[src/hdl/ebc_pkg.sv]
// shared types, codes and opcode decode for the eight-bit cpu subset core
package ebc_pkg;

   localparam int MEM_BYTES_DEF = 65536;

   localparam logic [7:0] FLAGS_RESET = 8'h24;
   localparam logic [7:0] SP_RESET    = 8'hFF;
   localparam logic [7:0] FILL_BYTE   = 8'hFF;
   localparam logic [7:0] STACK_PAGE  = 8'h01;

   // opcodes
   localparam logic [7:0] OP_ORA_INDX = 8'h01;
   localparam logic [7:0] OP_ASL_ZP   = 8'h06;
   localparam logic [7:0] OP_PHP      = 8'h08;
   localparam logic [7:0] OP_ASL_A    = 8'h0A;
   localparam logic [7:0] OP_ASL_ABS  = 8'h0E;
   localparam logic [7:0] OP_BPL      = 8'h10;
   localparam logic [7:0] OP_ASL_ABSX = 8'h1E;
   localparam logic [7:0] OP_JSR      = 8'h20;
   localparam logic [7:0] OP_EOR_IMM  = 8'h49;
   localparam logic [7:0] OP_JMP_ABS  = 8'h4C;
   localparam logic [7:0] OP_RTS      = 8'h60;
   localparam logic [7:0] OP_STA_ZP   = 8'h85;
   localparam logic [7:0] OP_STX_ZP   = 8'h86;
   localparam logic [7:0] OP_STA_ABS  = 8'h8D;
   localparam logic [7:0] OP_STX_ABS  = 8'h8E;
   localparam logic [7:0] OP_STA_INDY = 8'h91;
   localparam logic [7:0] OP_TXS      = 8'h9A;
   localparam logic [7:0] OP_STA_ABSX = 8'h9D;
   localparam logic [7:0] OP_LDY_IMM  = 8'hA0;
   localparam logic [7:0] OP_LDX_IMM  = 8'hA2;
   localparam logic [7:0] OP_LDA_ZP   = 8'hA5;
   localparam logic [7:0] OP_LDX_ZP   = 8'hA6;
   localparam logic [7:0] OP_TAY      = 8'hA8;
   localparam logic [7:0] OP_LDA_IMM  = 8'hA9;
   localparam logic [7:0] OP_LDY_ABS  = 8'hAC;
   localparam logic [7:0] OP_LDA_ZPX  = 8'hB5;
   localparam logic [7:0] OP_LDA_ABSX = 8'hBD;
   localparam logic [7:0] OP_CPY_IMM  = 8'hC0;
   localparam logic [7:0] OP_INY      = 8'hC8;
   localparam logic [7:0] OP_DEX      = 8'hCA;
   localparam logic [7:0] OP_BNE      = 8'hD0;
   localparam logic [7:0] OP_CLD      = 8'hD8;
   localparam logic [7:0] OP_BEQ      = 8'hF0;

   typedef enum logic [1:0] {CMD_EXEC, CMD_WRITE, CMD_READ, CMD_NONE} cmd_type;

   typedef enum logic [2:0] {
      MODE_IMP, MODE_IMM, MODE_ZP, MODE_ZPX, MODE_ABS, MODE_ABSX, MODE_INDX, MODE_INDY
   } mode_type;

   typedef enum logic [3:0] {
      KIND_ALU, KIND_READ, KIND_RMW, KIND_STA, KIND_STX, KIND_JMP, KIND_JSR, KIND_RTS, KIND_PHP
   } kind_type;

   typedef enum logic [4:0] {
      ALU_NONE, ALU_ORA, ALU_EOR, ALU_LDA, ALU_LDX, ALU_LDY, ALU_TAY, ALU_INY, ALU_DEX,
      ALU_TXS, ALU_CPY, ALU_CLD, ALU_ASLA, ALU_ASLM, ALU_BPL, ALU_BNE, ALU_BEQ
   } alu_type;

   typedef enum logic [2:0] {
      ASEL_PC, ASEL_EA, ASEL_PTR, ASEL_PTR1, ASEL_STACK, ASEL_POP, ASEL_REQ
   } addr_sel_type;

   typedef enum logic [2:0] {
      WSEL_A, WSEL_X, WSEL_ALU, WSEL_P, WSEL_RETHI, WSEL_RETLO, WSEL_REQ
   } wd_sel_type;

   typedef enum logic [2:0] {
      CAP_NONE, CAP_IR, CAP_OPL, CAP_OPH, CAP_EALO, CAP_EAHI, CAP_MDATA, CAP_RD
   } cap_type;

   typedef enum logic [4:0] {
      S_CLEAR, S_IDLE, S_FETCH, S_DECODE, S_OPL, S_OPH, S_EA, S_PTRL, S_PTRH, S_DRD,
      S_EXEC, S_WR, S_PUSH_P, S_PUSH_HI, S_PUSH_LO, S_POP_LO, S_POP_HI, S_JUMP,
      S_RTS_PC, S_MWR, S_MRD, S_RESP
   } state_type;

   typedef struct packed {
      logic     known;
      mode_type mode;
      kind_type kind;
      alu_type  alu;
   } decode_type;

   typedef struct packed {
      logic         mem_go;
      logic         mem_we;
      addr_sel_type addr_sel;
      wd_sel_type   wd_sel;
      logic         sp_dec;
      logic         sp_inc;
      cap_type      cap;
      logic         pc_inc;
      logic         add_y;
      logic         ea_go;
      mode_type     ea_mode;
      logic         alu_go;
      alu_type      alu;
      logic         pc_load_ea;
      logic         pc_load_ea1;
      logic         clr;
      logic         item_take;
      logic         rsp_load;
      logic         rsp_err;
   } dp_cmd_type;

   typedef struct packed {
      logic       mem_done;
      logic [7:0] opcode;
      logic       clr_last;
      logic       rsp_free;
   } dp_stat_type;

   function automatic decode_type mk_dec(input mode_type m, input kind_type k,
                                         input alu_type a);
      decode_type d;
      d.known = 1'b1;
      d.mode  = m;
      d.kind  = k;
      d.alu   = a;
      return d;
   endfunction

   function automatic decode_type decode_op(input logic [7:0] op);
      decode_type d;
      d = '{known: 1'b0, mode: MODE_IMP, kind: KIND_ALU, alu: ALU_NONE};
      case (op)
         OP_ORA_INDX: d = mk_dec(MODE_INDX, KIND_READ, ALU_ORA);
         OP_ASL_ZP:   d = mk_dec(MODE_ZP,   KIND_RMW,  ALU_ASLM);
         OP_PHP:      d = mk_dec(MODE_IMP,  KIND_PHP,  ALU_NONE);
         OP_ASL_A:    d = mk_dec(MODE_IMP,  KIND_ALU,  ALU_ASLA);
         OP_ASL_ABS:  d = mk_dec(MODE_ABS,  KIND_RMW,  ALU_ASLM);
         OP_BPL:      d = mk_dec(MODE_IMM,  KIND_ALU,  ALU_BPL);
         OP_ASL_ABSX: d = mk_dec(MODE_ABSX, KIND_RMW,  ALU_ASLM);
         OP_JSR:      d = mk_dec(MODE_ABS,  KIND_JSR,  ALU_NONE);
         OP_EOR_IMM:  d = mk_dec(MODE_IMM,  KIND_ALU,  ALU_EOR);
         OP_JMP_ABS:  d = mk_dec(MODE_ABS,  KIND_JMP,  ALU_NONE);
         OP_RTS:      d = mk_dec(MODE_IMP,  KIND_RTS,  ALU_NONE);
         OP_STA_ZP:   d = mk_dec(MODE_ZP,   KIND_STA,  ALU_NONE);
         OP_STX_ZP:   d = mk_dec(MODE_ZP,   KIND_STX,  ALU_NONE);
         OP_STA_ABS:  d = mk_dec(MODE_ABS,  KIND_STA,  ALU_NONE);
         OP_STX_ABS:  d = mk_dec(MODE_ABS,  KIND_STX,  ALU_NONE);
         OP_STA_INDY: d = mk_dec(MODE_INDY, KIND_STA,  ALU_NONE);
         OP_TXS:      d = mk_dec(MODE_IMP,  KIND_ALU,  ALU_TXS);
         OP_STA_ABSX: d = mk_dec(MODE_ABSX, KIND_STA,  ALU_NONE);
         OP_LDY_IMM:  d = mk_dec(MODE_IMM,  KIND_ALU,  ALU_LDY);
         OP_LDX_IMM:  d = mk_dec(MODE_IMM,  KIND_ALU,  ALU_LDX);
         OP_LDA_ZP:   d = mk_dec(MODE_ZP,   KIND_READ, ALU_LDA);
         OP_LDX_ZP:   d = mk_dec(MODE_ZP,   KIND_READ, ALU_LDX);
         OP_TAY:      d = mk_dec(MODE_IMP,  KIND_ALU,  ALU_TAY);
         OP_LDA_IMM:  d = mk_dec(MODE_IMM,  KIND_ALU,  ALU_LDA);
         OP_LDY_ABS:  d = mk_dec(MODE_ABS,  KIND_READ, ALU_LDY);
         OP_LDA_ZPX:  d = mk_dec(MODE_ZPX,  KIND_READ, ALU_LDA);
         OP_LDA_ABSX: d = mk_dec(MODE_ABSX, KIND_READ, ALU_LDA);
         OP_CPY_IMM:  d = mk_dec(MODE_IMM,  KIND_ALU,  ALU_CPY);
         OP_INY:      d = mk_dec(MODE_IMP,  KIND_ALU,  ALU_INY);
         OP_DEX:      d = mk_dec(MODE_IMP,  KIND_ALU,  ALU_DEX);
         OP_BNE:      d = mk_dec(MODE_IMM,  KIND_ALU,  ALU_BNE);
         OP_CLD:      d = mk_dec(MODE_IMP,  KIND_ALU,  ALU_CLD);
         OP_BEQ:      d = mk_dec(MODE_IMM,  KIND_ALU,  ALU_BEQ);
         default:     d.known = 1'b0;
      endcase
      return d;
   endfunction

endpackage

[src/hdl/ebc_ctrl.sv]
// controller state machine: sequences fetch, decode, memory accesses and execute
module ebc_ctrl (
   input  logic                     clock,
   input  logic                     reset,
   input  logic                     req_tvalid,
   input  ebc_pkg::cmd_type         req_command,
   output logic                     req_tready,
   output ebc_pkg::dp_cmd_type      cmd,
   input  ebc_pkg::dp_stat_type     st
);
   import ebc_pkg::*;

   state_type  state_ff, state_in;
   logic       pend_ff, pend_in;
   logic       err_ff, err_in;
   decode_type dec_ff, dec_in;
   decode_type dec_now;

   always_ff @(posedge clock) begin
      if (reset) begin
         state_ff <= S_CLEAR;
         pend_ff  <= 1'b0;
         err_ff   <= 1'b0;
      end else begin
         state_ff <= state_in;
         pend_ff  <= pend_in;
         err_ff   <= err_in;
      end
   end

   always_ff @(posedge clock) begin
      dec_ff <= dec_in;
   end

   always_comb begin
      state_in   = state_ff;
      err_in     = err_ff;
      dec_in     = dec_ff;
      dec_now    = decode_op(st.opcode);
      req_tready = 1'b0;
      cmd        = '0;
      case (state_ff)
         S_CLEAR: begin
            cmd.clr = 1'b1;
            if (st.clr_last) state_in = S_IDLE;
         end
         S_IDLE: begin
            req_tready = 1'b1;
            if (req_tvalid) begin
               cmd.item_take = 1'b1;
               err_in        = 1'b0;
               case (req_command)
                  CMD_EXEC:  state_in = S_FETCH;
                  CMD_WRITE: state_in = S_MWR;
                  CMD_READ:  state_in = S_MRD;
                  default:   state_in = S_RESP;
               endcase
            end
         end
         S_FETCH: begin
            cmd.mem_go   = !pend_ff;
            cmd.addr_sel = ASEL_PC;
            if (st.mem_done) begin
               cmd.cap    = CAP_IR;
               cmd.pc_inc = 1'b1;
               state_in   = S_DECODE;
            end
         end
         S_DECODE: begin
            dec_in = dec_now;
            if (!dec_now.known) begin
               err_in   = 1'b1;
               state_in = S_RESP;
            end else if (dec_now.mode == MODE_IMP) begin
               case (dec_now.kind)
                  KIND_PHP: state_in = S_PUSH_P;
                  KIND_RTS: state_in = S_POP_LO;
                  default:  state_in = S_EXEC;
               endcase
            end else begin
               state_in = S_OPL;
            end
         end
         S_OPL: begin
            cmd.mem_go   = !pend_ff;
            cmd.addr_sel = ASEL_PC;
            if (st.mem_done) begin
               cmd.cap    = CAP_OPL;
               cmd.pc_inc = 1'b1;
               case (dec_ff.mode)
                  MODE_IMM:  state_in = S_EXEC;
                  MODE_ABS:  state_in = S_OPH;
                  MODE_ABSX: state_in = S_OPH;
                  default:   state_in = S_EA;
               endcase
            end
         end
         S_OPH: begin
            cmd.mem_go   = !pend_ff;
            cmd.addr_sel = ASEL_PC;
            if (st.mem_done) begin
               cmd.cap    = CAP_OPH;
               cmd.pc_inc = 1'b1;
               state_in   = S_EA;
            end
         end
         S_EA: begin
            cmd.ea_go   = 1'b1;
            cmd.ea_mode = dec_ff.mode;
            if (dec_ff.mode == MODE_INDX || dec_ff.mode == MODE_INDY) begin
               state_in = S_PTRL;
            end else begin
               case (dec_ff.kind)
                  KIND_JMP: state_in = S_JUMP;
                  KIND_JSR: state_in = S_PUSH_HI;
                  KIND_STA: state_in = S_WR;
                  KIND_STX: state_in = S_WR;
                  default:  state_in = S_DRD;
               endcase
            end
         end
         S_PTRL: begin
            cmd.mem_go   = !pend_ff;
            cmd.addr_sel = ASEL_PTR;
            if (st.mem_done) begin
               cmd.cap  = CAP_EALO;
               state_in = S_PTRH;
            end
         end
         S_PTRH: begin
            cmd.mem_go   = !pend_ff;
            cmd.addr_sel = ASEL_PTR1;
            if (st.mem_done) begin
               cmd.cap   = CAP_EAHI;
               cmd.add_y = (dec_ff.mode == MODE_INDY);
               state_in  = (dec_ff.kind == KIND_STA) ? S_WR : S_DRD;
            end
         end
         S_DRD: begin
            cmd.mem_go   = !pend_ff;
            cmd.addr_sel = ASEL_EA;
            if (st.mem_done) begin
               cmd.cap  = CAP_MDATA;
               state_in = S_EXEC;
            end
         end
         S_EXEC: begin
            cmd.alu_go = 1'b1;
            cmd.alu    = dec_ff.alu;
            state_in   = (dec_ff.kind == KIND_RMW) ? S_WR : S_RESP;
         end
         S_WR: begin
            cmd.mem_go   = !pend_ff;
            cmd.mem_we   = 1'b1;
            cmd.addr_sel = ASEL_EA;
            case (dec_ff.kind)
               KIND_STA: cmd.wd_sel = WSEL_A;
               KIND_STX: cmd.wd_sel = WSEL_X;
               default:  cmd.wd_sel = WSEL_ALU;
            endcase
            if (st.mem_done) state_in = S_RESP;
         end
         S_PUSH_P: begin
            cmd.mem_go   = !pend_ff;
            cmd.mem_we   = 1'b1;
            cmd.addr_sel = ASEL_STACK;
            cmd.wd_sel   = WSEL_P;
            cmd.sp_dec   = !pend_ff;
            if (st.mem_done) state_in = S_RESP;
         end
         S_PUSH_HI: begin
            cmd.mem_go   = !pend_ff;
            cmd.mem_we   = 1'b1;
            cmd.addr_sel = ASEL_STACK;
            cmd.wd_sel   = WSEL_RETHI;
            cmd.sp_dec   = !pend_ff;
            if (st.mem_done) state_in = S_PUSH_LO;
         end
         S_PUSH_LO: begin
            cmd.mem_go   = !pend_ff;
            cmd.mem_we   = 1'b1;
            cmd.addr_sel = ASEL_STACK;
            cmd.wd_sel   = WSEL_RETLO;
            cmd.sp_dec   = !pend_ff;
            if (st.mem_done) state_in = S_JUMP;
         end
         S_JUMP: begin
            cmd.pc_load_ea = 1'b1;
            state_in       = S_RESP;
         end
         S_POP_LO: begin
            cmd.mem_go   = !pend_ff;
            cmd.addr_sel = ASEL_POP;
            cmd.sp_inc   = !pend_ff;
            if (st.mem_done) begin
               cmd.cap  = CAP_EALO;
               state_in = S_POP_HI;
            end
         end
         S_POP_HI: begin
            cmd.mem_go   = !pend_ff;
            cmd.addr_sel = ASEL_POP;
            cmd.sp_inc   = !pend_ff;
            if (st.mem_done) begin
               cmd.cap  = CAP_EAHI;
               state_in = S_RTS_PC;
            end
         end
         S_RTS_PC: begin
            cmd.pc_load_ea1 = 1'b1;
            state_in        = S_RESP;
         end
         S_MWR: begin
            cmd.mem_go   = !pend_ff;
            cmd.mem_we   = 1'b1;
            cmd.addr_sel = ASEL_REQ;
            cmd.wd_sel   = WSEL_REQ;
            if (st.mem_done) state_in = S_RESP;
         end
         S_MRD: begin
            cmd.mem_go   = !pend_ff;
            cmd.addr_sel = ASEL_REQ;
            if (st.mem_done) begin
               cmd.cap  = CAP_RD;
               state_in = S_RESP;
            end
         end
         S_RESP: begin
            if (st.rsp_free) begin
               cmd.rsp_load = 1'b1;
               cmd.rsp_err  = err_ff;
               state_in     = S_IDLE;
            end
         end
         default: state_in = S_IDLE;
      endcase
      // one access in flight at a time
      if (st.mem_done)      pend_in = 1'b0;
      else if (cmd.mem_go)  pend_in = 1'b1;
      else                  pend_in = pend_ff;
   end

   a_rsp_slot: assert property (@(posedge clock) disable iff (reset)
      cmd.rsp_load |-> st.rsp_free)
      else $error("response loaded while output register still full");

   a_no_reissue: assert property (@(posedge clock) disable iff (reset)
      pend_ff |-> !cmd.mem_go)
      else $error("memory access issued while one is pending");

   a_done_pending: assert property (@(posedge clock) disable iff (reset)
      st.mem_done |-> pend_ff)
      else $error("memory completion without a pending access");

endmodule

[config.mk]
export PLATFORM = sky130hd
export DESIGN_NAME = ebc_ctrl
export DESIGN_NICKNAME = d
export VERILOG_FILES = /design/src/hdl/ebc_pkg.sv /design/src/hdl/ebc_ctrl.sv
export SDC_FILE = /design/constraint.sdc
export NUM_CORES = 1
export LEC_CHECK = 0
export ABC_AREA = 1
export BUFFER_PORTS_ARGS = -buffer_cell sky130_fd_sc_hd__buf_2
export CAP_MARGIN = 5
export CORE_MARGIN = 3
export CORE_UTILIZATION = 45
export CTS_BUF_LIST = sky130_fd_sc_hd__clkbuf_4 sky130_fd_sc_hd__clkbuf_8
export DETAILED_ROUTE_END_ITERATION = 8
export GPL_TIMING_DRIVEN = 0
export PLACE_DENSITY = 0.73
export SKIP_LAST_GASP = 1
export SLEW_MARGIN = 20
export SYNTH_ARGS = -nofsm -noshare
export SYNTH_HDL_FRONTEND = slang
export SYNTH_SLANG_ARGS = --single-unit
export TNS_END_PERCENT = 20
[constraint.sdc]
create_clock -name clock -period 2.55 [get_ports clock]
set_input_delay 0.51 -clock clock [delete_from_list [all_inputs] [get_ports clock]]
set_output_delay 0.51 -clock clock [all_outputs]
set_load 0.01 [all_outputs]
==> reports/metrics.csv, run 1 <==
metric,value,unit
kind of critical path,register to output port,
syn_area_per_cell,5.50,sq um
DR vias,2610,
Worst R2R Setup Slack,0.48,ns
post-cts hold buffer count,0,
worst slack at placement,0.321,ns
R2R Path Start,state_ff[3],
Slew HR,44.5,%
core area,4500,sq um
H-tree levels,1,
DR top layer,met4,
clock root cell,clkbuf_8,
Max Buffers Root-to-Sink,2,
area of the multi-input gates,1410,sq um
status,completed,
Post-Syn Area,2160,sq um
Worst path depth,8,
Startpoint Class,register,
ANT nets after route,0,
synth top area cells,"nand2_1, edfxtp_1, nor2_1",
Buf/Inv on CP,2,
Layout Skew,0.0121,ns
worst reg2reg path depth,7,
I/O Pins,48,
Sink Count,19,
Detailed Routing Iterations Pass 1,4,
Total Routing Usage GR,23.1,%
antenna cells,0,
HP Start,reset,
Slew Limit Fails,0,
initial antenna violation count,0,
area delta synth->final,16.7,%
Overflow after GRT,0,
met2 WL post-DR,3130,microns
Buffers on Ports,47,
Layout Nets,461,
Worst Path Required,2.04,ns
Hold Path Cell Cnt,2,
"Cell Chain, Critical Path",nor2_2 -> nand2_1 -> nor2_2 -> inv_1 -> a31oi_1 -> nor2_1 -> a31oi_1 -> buf_2,
vias in the first global route,2323,
RSZ-0062 raised after global routing,true,
critical path peak fanout,7,
final total power,1.19,mW
CTS clock-pin slew for the worst setup and hold paths,0.08,ns
Worst-Skew Late Latency,0.26,ns
CTS Buf Count,3,
Register Area,500,sq um
number of fill cells,473,
Leak,1.54,nW
Initial Util,48.0,%
Yosys Warn Count,0,
Metal-1 WL,2860,microns
setup TNS,0,ns
initial DRC count,158,
Final Hold Viols,0,
maxcap violations,0,
HPWL after DPL,5400,microns
post-synthesis sequential area ratio,23.1,%
fin crit period,2.43,ns
CP peak stage delay,0.43,ns
drt total wl,6440,microns
post-synth top area cell,nand2_1,
Via density,5.26,
Worst EP arrival,1.92,ns
Netlist cell types,31,
Worst VDD drop,0.000242,V
met3 wire len,338,microns
die area,5680,sq um
crit end category,output port,
worst setup margin,0.125,ns
endpoints failing setup,0,
DIE WIDTH,75.3,microns
hold crit path type,input pin to register,
Tcrit/Tclk final,95.1,%
CTS tree,built,
reg2reg end,state_ff[4],
num rows,24,
Die H,75.3,microns
synthesized flop and latch total,19,
Slew @ Worst Pin,0.831,ns
layout cells sized above 1,18.2,%
global-route wire length before repair,10300,microns
hold endpoint,state_ff[1],
hold_ws,0.466,ns
"Largest delay share family, worst path",simple AND/OR/NAND/NOR gates,
fmax,0.412,GHz
PwrDens,473,nW/um^2
largest net degree at the start of global routing,18,
Cells after Synth,393,
Synth top area share,20.0,%
"slowest stage cell, crit path",dfxtp_1,
detailed-route DRC error count,0,
routed length per instance,13.0,microns
post-synthesis net count,409,
Final Wtd Congestion,0.942,
[worst max-delay path by stage]
stage,startpoint,end
after floorplan,state_ff[4],cmd[18]
after global placement,state_ff[3],state_ff[4]
after detailed placement,state_ff[3],cmd[18]
after CTS,state_ff[3],cmd[18]
after global routing,state_ff[3],cmd[18]
final,state_ff[3],cmd[18]
[where the power goes]
group	switching (mW)	internal, mW	total (mW)
Combinational	0.387	0.198	0.584
Sequential	0.0361	0.354	0.390
Clock	0.110	0.109	0.219
Total	0.533	0.660	1.19
[Yosys cell counts]
library cell and instances:
a211oi_1 2, a211oi_2 1, a21oi_1 9, a21oi_2 1
a31oi_1 2, a41oi_1 2, buf_6 1, dfxtp_1 7
edfxtp_1 12, inv_1 61, inv_2 7, nand2_1 115
nand2_2 2, nand2_4 2, nand3_1 21, nand3_2 2
nand3_4 1, nand4_1 9, nand4_2 1, nor2_1 96
nor2_2 5, nor2_4 2, nor3_1 9, nor4_1 5
o2111ai_1 2, o211ai_1 2, o21a_1 1, o21ai_0 9
o22ai_1 2, o32a_1 1, or3b_2 1
[final cells by class]
| type | instances | share of cell area (%) |
|---|---|---|
| flip-flops and latches | 19 | 19.8 |
| inverters | 68 | 10.1 |
| clock inverters | 1 | 0.198 |
| well taps | 52 | 2.58 |
| multi-input cells | 305 | 55.9 |
| plain buffers | 1 | 0.446 |
| repair buffers | 47 | 9.32 |
| clock buffers | 3 | 1.64 |
[state kept, by name, summed over array words and instances, names as in the netlist]
register / count
pend_ff: 1
err_ff: 1
state_ff: 5
dec_ff: 12
[through the flow]
step / cells / util (%) / instance area (sq um)
2_1_floorplan: 393 / - / 2160
3_3_place_gp: 492 / 54.7 / 2460
3_5_place_dp: 492 / 54.8 / 2470
4_1_cts: 496 / 55.8 / 2510
5_1_grt: 496 / 56.1 / 2520
6_report: 496 / 56.1 / 2520
[cell usage in the layout (no fill, tap or decap)]
cell	n
nand2_1	115
nor2_1	92
inv_1	61
buf_2	47
nand3_1	21
edfxtp_1	12
nand4_1	9
o21ai_0	9
nor3_1	9
a21oi_1	9
nor2_2	8
inv_2	7
dfxtp_1	7
nor4_1	5
nor2_4	3
clkbuf_8	3
nand2_4	2
nand2_2	2
nand3_2	2
o211ai_1	2
a31oi_1	2
a41oi_1	2
o2111ai_1	2
o22ai_1	2
a211oi_1	2
buf_6	1
a211oi_2	1
a21oi_2	1
nand4_2	1
or3b_2	1
o21a_1	1
o32a_1	1
nand3_4	1
clkinv_2	1
[per-layer routing]
layer | vias up | GRT usage, %
met1 | 1144 | 29.5
met3 | 10 | 1.72
met4 | 0 | 6.80
met5 | - | 0
li1 | 1356 | -
met2 | 100 | 41.3
[logic make-up (layout without fill, tap and decap cells)]
| logic type | Yosys count | after routing | share of synthesized area (%) |
|---|---|---|---|
| simple gates | 271 | 271 | 54.4 |
| compound gates | 34 | 34 | 10.1 |
| buf+inv | 69 | 120 | 12.3 |
| flops | 19 | 19 | 23.1 |
[repair_timing]
| action | CTS | global route |
|---|---|---|
| buffers inserted | 0 | 0 |
| resized for setup | 0 | 4 |
| endpoints found under the hold margin | 0 | 0 |
| endpoints found under the setup margin | 0 | 1 |
Power figures use the tool's default switching activity.
==> run 2: changes to the inputs <==
--- a/config.mk
+++ b/config.mk
@@ -5,15 +5,13 @@
 export SDC_FILE = /design/constraint.sdc
 export NUM_CORES = 1
 export LEC_CHECK = 0
-export ABC_AREA = 1
 export BUFFER_PORTS_ARGS = -buffer_cell sky130_fd_sc_hd__buf_2
 export CAP_MARGIN = 5
 export CORE_MARGIN = 3
 export CORE_UTILIZATION = 45
-export CTS_BUF_LIST = sky130_fd_sc_hd__clkbuf_4 sky130_fd_sc_hd__clkbuf_8
 export DETAILED_ROUTE_END_ITERATION = 8
 export GPL_TIMING_DRIVEN = 0
-export PLACE_DENSITY = 0.73
+export PLACE_DENSITY = 0.72
 export SKIP_LAST_GASP = 1
 export SLEW_MARGIN = 20
 export SYNTH_ARGS = -nofsm -noshare
==> reports/metrics.csv, run 2 <==
metric,value,unit
Leak,1.20,nW
Total Routing Usage GR,25.5,%
Overflow after GRT,0,
antenna cells,0,
simple-gate share of the synthesized area,44.4,%
CP peak stage delay,0.41,ns
NetSw,936,uW
post-synthesis sequential area ratio,20.4,%
Die H,79.9,microns
clock root cell,clkbuf_8,
CTS tree,built,
die area,6380,sq um
"most common cell after layout, fill and taps aside",buf_2,
core area,5200,sq um
Slew @ Worst Pin,1.01,ns
PwrDens,644,nW/um^2
Worst EP arrival,2.17,ns
ANT nets after route,0,
kind of critical path,register to output port,
Via density,6.26,
I/O Pins,48,
Worst VDD drop,0.000281,V
global-route wire length before repair,13100,microns
worst setup margin,-0.127,ns
hold crit path type,register to register,
final total power,1.87,mW
Worst-Skew Late Latency,0.25,ns
post-synthesis mux area share,1.78,%
async set or reset register ratio after synthesis,0,%
share of total power in the clock network,10.9,%
post-synthesis net count,356,
number of fill cells,523,
Final Wtd Congestion,0.986,
worst slack at placement,-0.326,ns
top-count cell post-synth,nand2_1,
Slew Limit Fails,0,
drt total wl,8040,microns
internal cell power,937,uW
synth cell count leaders,"nand2_1, nor2_1, o21ai_0",
area delta synth->final,18.4,%
"commonest cells after routing, fill and taps aside","buf_2, nand2_1, nor2_1",
Post-Syn Area,2460,sq um
HPWL after DPL,6250,microns
num rows,26,
post-synth top area cell,edfxtp_1,
CTS Buf Count,3,
Layout Skew,0.00565,ns
"slowest stage cell, crit path",buf_1,
"Top FF cell, synth",edfxtp_1,
layout cells sized above 1,27.7,%
Yosys Warn Count,0,
Max Buffers Root-to-Sink,2,
Final Hold Viols,0,
Sw Share,50.0,%
max reg flops,12,
Tcrit/Tclk final,105,%
Cells after Synth,340,
vias in the first global route,2708,
DIE WIDTH,79.9,microns
main combinational cell family by area after synthesis,simple AND/OR/NAND/NOR gates,
Worst Path Required,2.04,ns
"EDFF count, synth",12,
maxcap violations,0,
Sink Count,19,
DR vias,2880,
Detailed Routing Iterations Pass 1,7,
"Cell Area, Placed",2770,sq um
Finished Cell Area,2910,sq um
Reg with most FFs,dec_ff,
hold_ws,0.542,ns
status,"finished, violations left",
fin crit period,2.68,ns
H-tree levels,1,
synthesized flop and latch total,19,
detailed-route DRC error count,0,
CTS clock-pin slew for the worst setup and hold paths,0.07,ns
critical path peak fanout,10,
Startpoint Class,register,
Comb pwr share,66.4,%
Synth top area share,14.7,%
Initial Util,47.2,%
Finished Core Util,55.9,%
Slew HR,31.6,%
Post-Synth Adder-Cell Area,0,%
syn_area_per_cell,7.22,sq um
initial antenna violation count,0,
top flop regs,"dec_ff (12), state_ff (5)",
"Cell Chain, Critical Path",clkbuf_1 -> buf_1 -> nand2_1 -> or3_1 -> a21oi_1 -> buf_2,
XOR/XNOR share of the synthesized area,1.07,%
Buffers on Ports,44,
crit end category,output port,
routed length per instance,17.5,microns
Layout Nets,407,
post-cts hold buffer count,0,
fmax,0.374,GHz
largest net degree at the start of global routing,17,
initial DRC count,232,
Netlist cell types,72,
endpoints failing setup,3,
RSZ-0062 raised after global routing,true,
failing checks,setup timing,
synth top area cells,"edfxtp_1, dfxtp_1, nand2_1",
Synth Area in Compound Gates,24.7,%
sequential power share,22.7,%
-- run 2: cell types whose count changed in the layout (fill, tap and decap cells not counted), sizes merged, moves of 8 or more --
| cell | previous run | this run |
|---|---|---|
| inv | 68 | 11 |
| nand3 | 24 | 16 |
| o21ai | 9 | 20 |
| nor2 | 103 | 33 |
| nor2b | 0 | 8 |
| nand2b | 0 | 12 |
| buf | 48 | 63 |
| nand4 | 10 | 2 |
| and2 | 0 | 9 |
| nand2 | 119 | 34 |
| clkbuf | 3 | 16 |
-- run 2: cell type report --
class                   instances  area, sq um  share of cell area (%)
well taps                      70         87.6                    3.01
multi-input cells             281         1820                    62.6
clock buffers                   4         45.0                    1.55
flip-flops and latches         19          500                    17.2
inverters                      11         41.3                    1.42
repair buffers                 47          243                    8.35
plain buffers                  28          170                    5.85
-- run 2: final timing paths --
check	from	to	slack, ns	depth (start not counted)
worst min-delay path	err_ff	err_ff	0.54	2
worst min register to register	err_ff	err_ff	0.54	2
worst max-delay path	state_ff[1]	cmd[21]	-0.13	6
worst max register to register	state_ff[3]	state_ff[3]	0.22	8
-- run 2: routing by layer --
metal | vias up | GRT usage, % | part of all wire (%) | routed length [microns]
met5 | - | 0 | 0 | 0
met4 | 0 | 13.0 | 4.2 | 334
met3 | 35 | 2.26 | 7.8 | 628
met2 | 171 | 44.0 | 48 | 3900
met1 | 1299 | 31.3 | 40 | 3180
li1 | 1375 | - | - | -
-- run 2: per-stage QoR --
| stage | instances | setup TNS, ns |
|---|---|---|
| after floorplan | 340 | 0 |
| after global placement | 454 | -1.56 |
| after detailed placement | 454 | -1.56 |
| after CTS | 457 | -1.09 |
| after global routing | 460 | -1.58 |
| final | 460 | -0.274 |
-- run 2: cells by family (layout without fill, tap and decap cells) --
family	Yosys count	in the layout
simple gates	185	185
compound gates	89	89
buf+inv	40	90
flops	19	19
mux	4	4
xor+xnor	3	3
-- run 2: what timing repair did --
action,CTS,global route
setup endpoints to repair,27,32
setup buffers,0,3
pin swaps,0,6
hold endpoints to repair,0,0
gates resized for setup,4,30
-- run 2: worst max-delay path: cells and delay by family (launching register included) --
family / cells / cell delay, ns
buffers and inverters: 3 / 0.89
and+or+nand+nor: 2 / 0.59
DFF: 1 / 0.32
AOI/OAI and AO/OA: 1 / 0.12
-- run 2: power groups by stage --
stage | registers, mW | clock network, mW | logic [mW]
after floorplan | 0.405 | 0 | 0.842
after global placement | 0.414 | 0 | 1.18
final | 0.425 | 0.204 | 1.24
after global routing | 0.434 | 0.233 | 1.36
after CTS | 0.423 | 0.211 | 1.17
after detailed placement | 0.416 | 0 | 1.17
